### src/rtl/dsh_pkg.sv
`timescale 1ns / 1ps
// ----------------------------------------------------------------------------
// dsh_pkg
// Shared constants and the command type of the diamond-square heightmap core.
// ----------------------------------------------------------------------------
package dsh_pkg;

  // grid geometry
  localparam int GRID_LOG2 = 3;
  localparam int GRID_W    = (1 << GRID_LOG2) + 1;
  localparam int GRID_N    = GRID_W * GRID_W;
  localparam int CRD_W     = GRID_LOG2 + 1;
  localparam int CRD_NW    = CRD_W + 1;
  localparam int ADDR_W    = $clog2(GRID_N);
  localparam int INDEX_W   = 7;

  // payload widths
  localparam int SAMPLE_W  = 10;
  localparam int AMP_W     = 12;
  localparam int HEIGHT_W  = 20;
  localparam int FRAC_W    = 8;
  localparam logic [AMP_W-1:0] AMP_RESET = AMP_W'(256);

  // offset = round(sample * amplitude) back to 8 fraction bits
  localparam int PROD_W    = SAMPLE_W + AMP_W + 1;
  localparam int OFF_W     = PROD_W - FRAC_W;

  // neighbour sum and divide-by-three by reciprocal
  localparam int SUM_W     = HEIGHT_W + 2;
  localparam int W3_W      = SUM_W + 2;
  localparam int DIV3_K    = SUM_W + 3;
  localparam int DIV3_M_W  = DIV3_K - 1;
  localparam logic [DIV3_M_W-1:0] DIV3_M = DIV3_M_W'(((1 << DIV3_K) + 2) / 3);

  // reads per point, queue geometry
  localparam int N_RD      = 4;
  localparam int RD_CW     = $clog2(N_RD);
  localparam int Q_DEPTH   = 4;
  localparam int Q_AW      = $clog2(Q_DEPTH);

  typedef struct packed {
    logic [N_RD-1:0][ADDR_W-1:0] rd_addr;
    logic [N_RD-1:0]             rd_use;
    logic                        cnt3;
    logic [ADDR_W-1:0]           wr_addr;
    logic [INDEX_W-1:0]          pidx;
    logic signed [OFF_W-1:0]     offset;
    logic                        last;
  } cmd_t;

endpackage

### src/rtl/dsh_queue.sv
`timescale 1ns / 1ps
// ----------------------------------------------------------------------------
// dsh_queue
// Small command FIFO between the sequencer and the height datapath.
// ----------------------------------------------------------------------------
module dsh_queue (
  input  logic          clk,
  input  logic          rst,
  input  logic          push,
  input  dsh_pkg::cmd_t push_cmd,
  output logic          full,
  input  logic          pop,
  output dsh_pkg::cmd_t head,
  output logic          nempty
);
  import dsh_pkg::*;

  cmd_t            slots [Q_DEPTH];
  logic [Q_AW-1:0] wr_ptr;
  logic [Q_AW-1:0] rd_ptr;
  logic [Q_AW:0]   count;

  assign full   = (count == (Q_AW + 1)'(Q_DEPTH));
  assign nempty = (count != '0);
  assign head   = slots[rd_ptr];

  always_ff @(posedge clk) begin
    if (push) begin
      slots[wr_ptr] <= push_cmd;
    end
  end

  always_ff @(posedge clk) begin
    if (rst) begin
      wr_ptr <= '0;
      rd_ptr <= '0;
      count  <= '0;
    end else begin
      if (push) begin
        wr_ptr <= wr_ptr + Q_AW'(1);
      end
      if (pop) begin
        rd_ptr <= rd_ptr + Q_AW'(1);
      end
      if (push && !pop) begin
        count <= count + (Q_AW + 1)'(1);
      end else if (pop && !push) begin
        count <= count - (Q_AW + 1)'(1);
      end
    end
  end

endmodule

### config.mk
export PLATFORM = sky130hd
export DESIGN_NAME = dsh_queue
export DESIGN_NICKNAME = d
export VERILOG_FILES = /design/src/rtl/dsh_pkg.sv /design/src/rtl/dsh_queue.sv
export SDC_FILE = /design/constraint.sdc
export NUM_CORES = 1
export LEC_CHECK = 0
export ABC_AREA = 1
export BUFFER_PORTS_ARGS = -buffer_cell sky130_fd_sc_hd__buf_2
export CAP_MARGIN = 5
export CORE_UTILIZATION = 57
export CTS_BUF_LIST = sky130_fd_sc_hd__clkbuf_16
export CTS_CLUSTER_DIAMETER = 40
export DETAILED_ROUTE_END_ITERATION = 10
export GPL_ROUTABILITY_DRIVEN = 0
export GPL_TIMING_DRIVEN = 0
export PLACE_DENSITY = 0.88
export RECOVER_POWER = 100
export SYNTH_ARGS = -nofsm -noshare
export SYNTH_HDL_FRONTEND = slang
export SYNTH_SLANG_ARGS = --single-unit
### constraint.sdc
create_clock -name clk -period 2.4 [get_ports clk]
set_input_delay 0.24 -clock clk [delete_from_list [all_inputs] [get_ports clk]]
set_output_delay 0.24 -clock clk [all_outputs]
set_load 0.02 [all_outputs]
==> results by group <==
Timing
  – Hold Worst Slack: 0.0371 ns
  – Tcrit/Tclk final: 97.2%
  – Minimum clock period: 2.33 ns
  – Fmax: 428 MHz
  – Clock skew: 0.00728 ns
  – Tightest Pin Transition: 1.28 ns
  – RSZ-0062 raised after global routing: yes
  – Slew Viols, Final: 0
  – Final Hold Vio Count: 0
  – Relative slew slack: 14.5%
  – Setup violations, final: 0

Global routing
  – Remaining global-route overflow: 0
  – Largest net degree at the start of global routing: 64
  – Vias in the first global route: 6,559
  – Initial antenna violation count: 0
  – First-pass GRT wire length: 33,900 um
  – GRT Total Usage: 24.6%

Drt
  – Drt first pass iters: 5
  – Routed WL: 22,100 um
  – Initial DRC count: 552
  – DRC: 0
  – Vias: 6,460
  – Vias per cell: 5.65
  – Detail Route Antenna Nets: 0
  – Drt wl/cell: 19.3 um

Worst setup path
  – Crit path max fanout: 10
  – CP max stage cell: buf_1
  – Crit path launch type: flop
  – Worst setup path category: flop to output pin
  – CP arrival: 2.09 ns
  – Required time worst endpoint: 2.16 ns
  – CP endpoint kind: output pin
  – Slowest Stage Delay on Critical Path: 0.39 ns
  – Critical path, cell by cell: buf_4 -> clkinv_4 -> buf_1 -> o21ai_0 -> o22ai_2 -> buf_2

Synth
  – Top_reg_cell synth: edfxtp_1
  – Post-Syn Area: 10,000 um^2
  – Synth area leader: edfxtp_1
  – Distinct cells, synth: 25
  – Post-synthesis register bit count: 261
  – Synth Instances: 668
  – Async set or reset register ratio after synthesis: 0%
  – Post-synth EDFFs: 252
  – Cell with the most instances after synthesis: edfxtp_1
  – Dominant cells by area after synthesis: edfxtp_1 75%, o21ai_0 5.9%, nor2_1 3.9%
  – Syn nets: 741
  – Yosys Warn Count: 0
  – Avg Inst Size Synth: 15.0 um^2
  – Most frequent cells after synthesis: 252 x edfxtp_1, 118 x o21ai_0, 103 x nor2_1
  – Register area share after synthesis: 77.2%
  – Top-area cell type share of the netlist area: 75.4%

Power
  – Psw: 2.65 mW
  – Combinational share of power: 10.9%
  – Leakage Power: 4.37 nW
  – Int Power: 8.39 mW
  – Sequential share of power: 47.6%
  – Clock network fraction of total power: 41.5%
  – Max VDD drop: 0.000775 V
  – Pwr Density: 880 nW/um^2
  – Switching Share: 24.0%
  – Design Power: 11.0 mW

Floorplan
  – Core box area: 17,200 um^2
  – Top Ports: 132
  – Die height: 135 um
  – Core Rows: 48
  – Initial Util: 58.2%
  – Die area: 18,100 um^2
  – Die W: 135 um

Clock network
  – Clock Pin Slew Worst Setup and Hold Paths: 0.06 ns
  – Number of setup buffers added after CTS: 0
  – CTS tree: built
  – Number of H-tree levels: 1
  – Root Buffer: clkbuf_16
  – CTS Buffer Depth: 3
  – CTS Sinks: 261
  – CTS buffer count: 30
  – Worst-Skew Late Latency: 0.52 ns

Layout
  – Util after Layout: 72.8%
  – Fin area: 12,500 um^2
  – # diodes: 0
  – Area Growth Syn to Fin: 25.1%
  – Nets: 968
  – Layout cells sized above 1: 21.4%

Placed design
  – Post-DP HPWL: 11,900 um
  – Port bufs: 131
  – Placed Area: 11,000 um^2

Run
  – Max_cap viols: 0

Outcome
  – Status: finished, final reports clean

Worst hold path
  – Hold Path Class: input port to flop
## through the flow
| stage | setup WS, ns | TNS (ns) | cells |
|---|---|---|---|
| 3_3_place_gp | -0.713 | -158.95 | 1024 |
| 2_1_floorplan | 0.169 | 0 | 668 |
| 6_report | 0.0661 | 0 | 1143 |
| 5_1_grt | -0.0136 | -0.0268 | 1143 |
| 4_1_cts | 0.0254 | 0 | 1143 |
| 3_5_place_dp | 0.580 | 0 | 1024 |
## worst paths after layout
| check | end | depth (start not counted) | slack, ns | startpoint |
|---|---|---|---|---|
| max | head[11] | 6 | 0.07 | flop |
| min | flop | 3 | 0.04 | pop |
| max reg2reg | slots[3][20] | 3 | 0.16 | wr_ptr[0] |
| min reg2reg | flop | 1 | 0.44 | rd_ptr[1] |
## cell families (layout without fill, tap and decap cells)
logic type / after synthesis / in the layout / synth area share, %
AOI/OAI and AO/OA: 197 / 197 / 12.5
buffers and inverters: 57 / 307 / 3.12
DFF: 261 / 261 / 77.2
xor gates and xnor gates: 1 / 1 / 0.0873
and+or+nand+nor: 146 / 146 / 6.26
adders and majority gates: 6 / 6 / 0.823
## flip-flops by register name (all words and copies together), names as in the netlist, named ones only
signal,cells
slots,252
count,3
rd_ptr,2
wr_ptr,2
## power by group through the flow
stage	combinational (mW)	clock, mW	sequential [mW]
finish	1.20	4.59	5.26
global route	1.30	4.80	5.27
CTS	1.22	4.62	5.26
detailed placement	1.12	0	5.35
global placement	1.09	0	5.36
floorplan	0.698	0	5.35
## area by class of cell
class,count,area [um^2]
well taps,225,282
clock buffers,31,776
plain buffers,40,240
clock inverters,24,251
flip-flops and latches,261,7750
repair buffers,195,1190
inverters,17,85.1
multi-input cells,350,1970
fillers,1074,4690
## per-layer routing
metal  track usage (%)  wire length, um  vias to the layer above
li1                  -                -                     2961
met1              32.9             8900                     3153
met2              42.0            11300                      314
met3              3.57             1570                       32
met4              7.93              339                        0
met5                 0                0                        -
## cell usage in the layout (no fill, tap or decap)
cell type,n
nor3_1,1
clkinv_1,2
dfxtp_1,9
clkinv_4,5
nor2_2,30
buf_8,1
clkbuf_16,31
fa_1,1
inv_4,3
nand2_1,10
nand4_1,1
inv_8,2
edfxtp_1,252
clkinv_2,3
ha_1,5
clkbuf_2,19
o21ai_0,118
o22ai_1,33
buf_1,1
buf_6,6
inv_1,16
bufinv_16,4
buf_2,55
xor2_1,1
inv_6,3
clkinvlp_4,3
o21ai_1,13
dlygate4sd3_1,64
nand3_1,1
a21oi_1,3
buf_4,1
nor2_1,103
o22ai_2,30
clkbuf_1,88
## worst max-delay path, delay by kind of cell (launching register included)
kind,cells,cell delay [ns]
AOI/OAI and AO/OA,2,0.38
buffers and inverters,4,0.88
DFF,1,0.30
## timing repair
action / 4_1_cts / 5_1_grt
setup endpoints to repair: 0 / 18
endpoints found under the hold margin: 253 / 0
resized for setup: 0 / 11
hold buffers: 64 / 0
Note: power is estimated with default switching activity, not from simulation.
