## src/rtl/dsh_pkg.sv

```systemverilog
`timescale 1ns / 1ps
// ----------------------------------------------------------------------------
// dsh_pkg
// Shared constants and the command type of the diamond-square heightmap core.
// ----------------------------------------------------------------------------
package dsh_pkg;

  // grid geometry
  localparam int GRID_LOG2 = 3;
  localparam int GRID_W    = (1 << GRID_LOG2) + 1;
  localparam int GRID_N    = GRID_W * GRID_W;
  localparam int CRD_W     = GRID_LOG2 + 1;
  localparam int CRD_NW    = CRD_W + 1;
  localparam int ADDR_W    = $clog2(GRID_N);
  localparam int INDEX_W   = 7;

  // payload widths
  localparam int SAMPLE_W  = 10;
  localparam int AMP_W     = 12;
  localparam int HEIGHT_W  = 20;
  localparam int FRAC_W    = 8;
  localparam logic [AMP_W-1:0] AMP_RESET = AMP_W'(256);

  // offset = round(sample * amplitude) back to 8 fraction bits
  localparam int PROD_W    = SAMPLE_W + AMP_W + 1;
  localparam int OFF_W     = PROD_W - FRAC_W;

  // neighbour sum and divide-by-three by reciprocal
  localparam int SUM_W     = HEIGHT_W + 2;
  localparam int W3_W      = SUM_W + 2;
  localparam int DIV3_K    = SUM_W + 3;
  localparam int DIV3_M_W  = DIV3_K - 1;
  localparam logic [DIV3_M_W-1:0] DIV3_M = DIV3_M_W'(((1 << DIV3_K) + 2) / 3);

  // reads per point, queue geometry
  localparam int N_RD      = 4;
  localparam int RD_CW     = $clog2(N_RD);
  localparam int Q_DEPTH   = 4;
  localparam int Q_AW      = $clog2(Q_DEPTH);

  typedef struct packed {
    logic [N_RD-1:0][ADDR_W-1:0] rd_addr;
    logic [N_RD-1:0]             rd_use;
    logic                        cnt3;
    logic [ADDR_W-1:0]           wr_addr;
    logic [INDEX_W-1:0]          pidx;
    logic signed [OFF_W-1:0]     offset;
    logic                        last;
  } cmd_t;

endpackage

```

## src/rtl/dsh_front.sv

```systemverilog
`timescale 1ns / 1ps
// ----------------------------------------------------------------------------
// dsh_front
// Visiting-order sequencer: takes one sample per beat, works out the target
// point, its neighbour addresses and the scaled offset, and queues a command.
// ----------------------------------------------------------------------------
module dsh_front (
  input  logic                          clk,
  input  logic                          rst,
  input  logic                          cfg_wr_en,
  input  logic [dsh_pkg::AMP_W-1:0]     cfg_wr_data,
  input  logic                          in_valid,
  output logic                          in_stall,
  input  logic signed [dsh_pkg::SAMPLE_W-1:0] random_sample,
  input  logic                          q_full,
  output logic                          push,
  output dsh_pkg::cmd_t                 push_cmd
);
  import dsh_pkg::*;

  typedef enum logic [2:0] {
    PH_CORNER  = 3'b001,
    PH_DIAMOND = 3'b010,
    PH_SQUARE  = 3'b100
  } phase_t;

  localparam int N_CORNER = 4;
  localparam logic [CRD_W-1:0]  C_LAST = CRD_W'(GRID_W - 1);
  localparam logic [CRD_NW-1:0] W_LAST = CRD_NW'(GRID_W - 1);
  localparam logic [CRD_NW-1:0] W_GRID = CRD_NW'(GRID_W);
  localparam logic signed [PROD_W-1:0] RND = PROD_W'(1 << (FRAC_W - 1));

  phase_t             phase, phase_next;
  logic [CRD_W-1:0]   step, step_next;
  logic [CRD_W-1:0]   cx, cx_next;
  logic [CRD_W-1:0]   cy, cy_next;
  logic [AMP_W-1:0]   amp, amp_next;
  logic [AMP_W-1:0]   init_amp;

  logic [CRD_W-1:0]   hs;
  logic [CRD_NW-1:0]  s_w, hs_w, cx_w, cy_w;
  logic [CRD_NW-1:0]  cy_s, cx_s, cx_h, cy_wrap;
  logic [AMP_W-1:0]   amp_use;
  logic signed [PROD_W-1:0] prod, prod_rnd;
  logic signed [OFF_W-1:0]  off;
  logic               neg;
  logic               done;
  logic [CRD_W-1:0]   px, py;
  logic [CRD_W-1:0]   rx [N_RD];
  logic [CRD_W-1:0]   ry [N_RD];
  logic [N_RD-1:0]    use_rd;
  logic [31:0]        pos_w;
  logic [31:0]        pos_r [N_RD];

  function automatic logic [31:0] pt_pos(input logic [CRD_W-1:0] x,
                                         input logic [CRD_W-1:0] y);
    return 32'(x) + 32'(y) * 32'(GRID_W);
  endfunction

  assign hs   = step >> 1;
  assign s_w  = CRD_NW'(step);
  assign hs_w = CRD_NW'(hs);
  assign cx_w = CRD_NW'(cx);
  assign cy_w = CRD_NW'(cy);
  assign cy_s = cy_w + s_w;
  assign cx_s = cx_w + s_w;
  assign cx_h = cx_w + hs_w;
  assign cy_wrap = (cx_h + hs_w) & (s_w - CRD_NW'(1));

  // no beat is taken while in reset
  assign in_stall = q_full || rst;
  assign push     = in_valid && !in_stall;

  // first corner of a map restarts the amplitude
  assign amp_use  = (phase == PH_CORNER && cx == '0) ? init_amp : amp;
  assign prod     = PROD_W'(random_sample) * PROD_W'($signed({1'b0, amp_use}));
  assign prod_rnd = prod + RND;
  assign off      = OFF_W'(prod_rnd >>> FRAC_W);

  // target point and neighbours
  always_comb begin
    px     = '0;
    py     = '0;
    neg    = 1'b0;
    use_rd = '0;
    for (int k = 0; k < N_RD; k++) begin
      rx[k] = '0;
      ry[k] = '0;
    end
    unique case (phase)
      PH_DIAMOND: begin
        px     = CRD_W'(cx_h);
        py     = CRD_W'(cy_w + hs_w);
        rx[0]  = cx;              ry[0] = cy;
        rx[1]  = CRD_W'(cx_s);    ry[1] = cy;
        rx[2]  = cx;              ry[2] = CRD_W'(cy_s);
        rx[3]  = CRD_W'(cx_s);    ry[3] = CRD_W'(cy_s);
        use_rd = '1;
      end
      PH_SQUARE: begin
        px        = cx;
        py        = cy;
        rx[0]     = CRD_W'(cx_w - hs_w);  ry[0] = cy;
        use_rd[0] = (cx >= hs);
        rx[1]     = cx;                   ry[1] = CRD_W'(cy_w + hs_w);
        use_rd[1] = ((cy_w + hs_w) < W_GRID);
        rx[2]     = CRD_W'(cx_h);         ry[2] = cy;
        use_rd[2] = (cx_h < W_GRID);
        rx[3]     = cx;                   ry[3] = CRD_W'(cy_w - hs_w);
        use_rd[3] = (cy >= hs);
      end
      default: begin
        px  = cx[0] ? C_LAST : '0;
        py  = cx[1] ? C_LAST : '0;
        neg = (cx == CRD_W'(1)) || (cx == CRD_W'(2));
      end
    endcase
  end

  // sequencer advance
  always_comb begin
    phase_next = phase;
    step_next  = step;
    cx_next    = cx;
    cy_next    = cy;
    amp_next   = amp;
    done       = 1'b0;
    unique case (phase)
      PH_DIAMOND: begin
        if (cy_s >= W_LAST) begin
          cy_next = '0;
          if (cx_s >= W_LAST) begin
            phase_next = PH_SQUARE;
            cx_next    = '0;
            cy_next    = hs;
          end else begin
            cx_next = CRD_W'(cx_s);
          end
        end else begin
          cy_next = CRD_W'(cy_s);
        end
      end
      PH_SQUARE: begin
        if (cy_s >= W_GRID) begin
          if (cx_h >= W_GRID) begin
            // level finished
            step_next = hs;
            amp_next  = amp >> 1;
            cx_next   = '0;
            cy_next   = '0;
            if (hs > CRD_W'(1)) begin
              phase_next = PH_DIAMOND;
            end else begin
              phase_next = PH_CORNER;
              done       = 1'b1;
            end
          end else begin
            cx_next = CRD_W'(cx_h);
            cy_next = CRD_W'(cy_wrap);
          end
        end else begin
          cy_next = CRD_W'(cy_s);
        end
      end
      default: begin
        if (cx == '0) begin
          amp_next  = init_amp;
          step_next = C_LAST;
        end
        cx_next = cx + CRD_W'(1);
        if (cx == CRD_W'(N_CORNER - 1)) begin
          phase_next = PH_DIAMOND;
          cx_next    = '0;
          cy_next    = '0;
        end
      end
    endcase
  end

  // command assembly
  always_comb begin
    pos_w            = pt_pos(px, py);
    push_cmd.wr_addr = pos_w[ADDR_W-1:0];
    push_cmd.pidx    = pos_w[INDEX_W-1:0];
    for (int k = 0; k < N_RD; k++) begin
      pos_r[k]            = pt_pos(rx[k], ry[k]);
      push_cmd.rd_addr[k] = use_rd[k] ? pos_r[k][ADDR_W-1:0] : '0;
    end
    push_cmd.rd_use = use_rd;
    push_cmd.cnt3   = (phase == PH_SQUARE) && !(&use_rd);
    push_cmd.offset = neg ? -off : off;
    push_cmd.last   = done;
  end

  always_ff @(posedge clk) begin
    if (rst) begin
      phase    <= PH_CORNER;
      step     <= C_LAST;
      cx       <= '0;
      cy       <= '0;
      amp      <= AMP_RESET;
      init_amp <= AMP_RESET;
    end else begin
      if (cfg_wr_en) begin
        init_amp <= cfg_wr_data;
      end
      if (push) begin
        phase <= phase_next;
        step  <= step_next;
        cx    <= cx_next;
        cy    <= cy_next;
        amp   <= amp_next;
      end
    end
  end

endmodule

```

## config.mk

```make
export PLATFORM = sky130hd
export DESIGN_NAME = dsh_front
export DESIGN_NICKNAME = d
export VERILOG_FILES = /design/src/rtl/dsh_pkg.sv /design/src/rtl/dsh_front.sv
export SDC_FILE = /design/constraint.sdc
export NUM_CORES = 1
export LEC_CHECK = 0
export BUFFER_PORTS_ARGS = -buffer_cell sky130_fd_sc_hd__buf_2
export CAP_MARGIN = 20
export CELL_PAD_IN_SITES_DETAIL_PLACEMENT = 0
export CELL_PAD_IN_SITES_GLOBAL_PLACEMENT = 1
export CORE_MARGIN = 5
export CORE_UTILIZATION = 45
export DETAILED_ROUTE_END_ITERATION = 10
export PLACE_DENSITY_LB_ADDON = 0.12
export SETUP_SLACK_MARGIN = 0.1
export SLEW_MARGIN = 15
export SYNTH_ARGS = -nofsm -noshare
export SYNTH_HDL_FRONTEND = slang
export SYNTH_SLANG_ARGS = --single-unit
```

## constraint.sdc

```tcl
create_clock -name clk -period 11.7 [get_ports clk]
set_clock_uncertainty 0.1 [all_clocks]
set_input_delay 1.17 -clock clk [delete_from_list [all_inputs] [get_ports clk]]
set_output_delay 1.17 -clock clk [all_outputs]
set_load 0.005 [all_outputs]
```

==> metrics.cfg <==
[synthesis]
yosys-top-cells-area=ha_1 20%, fa_1 20%, dfxtp_1 8.5%
postSynthCellCount=1134
synth_edf_count=0
synth_fa_ha_area_frac=0.401
ys_types=68
synth_compound_area_frac=0.146
synthDominantCellAreaShare=0.202
synth_nets=1400
avgSynthCellArea_sq_um=8.08
syn_area_sq_um=9170
synth-async-reset-ratio=0
synthFlopType=dfxtp_1
synth_xor_area_frac=0.0611
synth-simple-area-share=0.200
synth-seq-area-share=0.0852
ys_ff_latch=39
synth_area_leader_cell=ha_1
synth_top_family_by_area=adder cells
synth_warnings=0
synthMuxAreaShare=0.0288

[global_routing]
grt_pass1_vias=7866
grt.total_usage=0.199
grt_start_max_net_pins=41
grt_pass1_wl_um=39400
antenna_found_initial=0
overflow=0

[power_and_ir_drop]
power.internal_w=0.000710
comb_power_share=0.789
power_leakage_nw=5.15
seq_power_share=0.102
p_total_w=0.00143
ir_drop_v=0.0000900
powerDensity_nw_per_um2=144
p_sw_w=0.000716
pwr-share-clk=0.109
switching_share=0.502

[worst_setup_path]
critical_path.max_stage_delay_ns=0.73
endpoint_kind=output port
critPathArrivalTime_ns=8.20
critPathKind=reg2out
reg2reg_to=step[2]
cp.required_ns=10.43
rr_worst_depth=10
crit_family=adder cells
crit_path_frequent_cell=fa_1
r2r_start=step[3]
cp-start-kind=register
cpMaxStageDelayCell=mux2i_1
cp_max_fo=12
r2r_setup_slack_ns=6.83
cp_num_buf_inv=5

[floorplan]
start_util=0.455
die_h_um=153
core_area_sq_um=20200
dieArea_sq_um=23300
boundaryPins=92
die_w_um=153
rows=52

[timing]
slew_headroom=0.307
slew_violations=0
hold_viol=0
period_share=0.810
period_needed_ns=9.47
setup_tns_ns=0
max_clock_freq_mhz=106
rsz0062_at_grt=no
setup_viol=0
worst_pin_slew_ns=1.03

[route]
post_drt_wl_per_cell_um=16.3
drc=0
dr.pass1.iters=6
viasPerCell=5.37
drtIter0Drc=382
vias=7809
drtAntennaViolNets=0
wl_um=23700

[finish]
final_nets=1449
mostFrequentLayoutCells=148 x ha_1, 141 x nand2_1, 128 x inv_1
drive_above_1_share=0.112
utilization=0.492
layout_commonest_cell=ha_1
syn_to_final_growth_pct=8.24
n_antenna_cell=0

[min_path]
worstHoldEndpoint=amp[7]
hold_path_depth=2
hp-start=amp[8]
hold_class=reg2reg

[placed_design]
port_buffers=91
place.gp.congestion=0.861
dp_hpwl_um=19500

[clock_tree]
cts.htree.levels=2
clock_latency_ns=0.28
root_buffer=clkbuf_16
cts_buffer_depth=2
numCtsBuffers=5
clock-sinks=39
cts.clk_slew.worst_paths_ns=0.06
cts_setup_buffers=0
cts.repair.resized=0
postCtsHoldBufs=0
cts_tree=done

[run]
max-cap-violations=0

[outcome]
outcome=finished clean

==> synth_stat cells (3+ instances only) <==
cell / count
ha_1: 148
nand2_1: 141
inv_1: 128
nor2_1: 93
fa_1: 91
a21oi_1: 62
and2_1: 48
o21ai_0: 40
dfxtp_1: 39
xnor2_1: 38
clkbuf_1: 35
xor2_1: 26
nor2b_1: 22
a21o_1: 17
mux2i_1: 14
nor3_1: 14
a311oi_1: 11
mux2_2: 11
nand3_1: 11
and3_1: 10
o21bai_1: 9
o22ai_1: 9
buf_4: 8
a211oi_1: 7
or2_2: 7
a211o_1: 6
nand4_1: 6
o211ai_1: 6
o21a_1: 6
or3_1: 6
a31oi_1: 5
buf_1: 5
a22o_1: 4
buf_2: 4
nand2b_1: 4
a221oi_1: 3
o31ai_1: 3
==> per-layer routing <==
layer / part of all wire / wire length, um / up-vias / global-route usage
li1: - / - / 3891 / -
met1: 0.46 / 10900 / 3753 / 0.269
met2: 0.50 / 11700 / 144 / 0.356
met3: 0.031 / 735 / 21 / 0.0133
met4: 0.011 / 265 / 0 / 0.0305
met5: 0 / 0 / - / 0
==> worst reg2reg max path, cell delays in order (launching register included) <==
cell and delay, ns:
dfxtp_1 0.67, inv_1 0.24, ha_1 0.41, xnor2_1 0.51, nor3b_1 0.10, o32ai_1 0.72, nor2_1 0.23, nor2_1 0.57
and3_1 0.85, mux2i_1 0.27, nor3_1 0.06
==> power by group through the flow <==
stage	Combinational [W]	Clock (W)	Sequential, W
floorplan	0.000847	0	0.000146
global placement	0.00113	0	0.000148
detailed placement	0.00113	0	0.000148
CTS	0.00113	0.000158	0.000145
global route	0.00128	0.000164	0.000146
finish	0.00113	0.000155	0.000145
==> layout make-up <==
type                    instances  area (sq um)
inverters                     128           480
repair buffers                 95           485
fillers                      2046         10200
clock buffers                   5           125
clock inverters                 3          43.8
flip-flops and latches         39           781
well taps                     270           338
multi-input cells             914          7670
==> logic make-up (layout without fill, tap and decap cells) <==
family,after synthesis,in the layout
multiplexers,25,25
AO/OA/AOI/OAI,205,205
flip-flops,39,39
AND/OR/NAND/NOR,381,381
buffers and inverters,181,231
XOR/XNOR,64,64
adder cells (fa/ha/maj),239,239
==> per-stage QoR <==
| stage | cell area [sq um] | hold WS, ns | cells | worst slack, ns |
|---|---|---|---|---|
| finish | 9920 | 0.392 | 1454 | 2.23 |
| global placement | 9750 | 0.377 | 1446 | 2.65 |
| floorplan | 9170 | 0.353 | 1134 | 3.11 |
| detailed placement | 9750 | 0.375 | 1446 | 2.53 |
| global route | 9920 | 0.416 | 1454 | 1.70 |
| CTS | 9920 | 0.392 | 1454 | 2.20 |
==> how the worst max path moves through the flow <==
stage	end	from	slack [ns]	cells past startpoint
finish	push_cmd[14]	cx[1]	2.23	25
global placement	push_cmd[14]	cx[1]	2.65	25
global route	push_cmd[14]	cx[1]	1.70	24
CTS	push_cmd[14]	cx[1]	2.20	24
floorplan	push_cmd[14]	cx[1]	3.11	28
detailed placement	push_cmd[14]	cx[1]	2.53	24
==> registers in the layout (all words and copies together) (netlist names) <==
| register | cells |
|---|---|
| init_amp | 12 |
| cy | 4 |
| phase | 3 |
| cx | 4 |
| amp | 12 |
| step | 4 |
No activity file was read; power rests on OpenSTA's default activity.
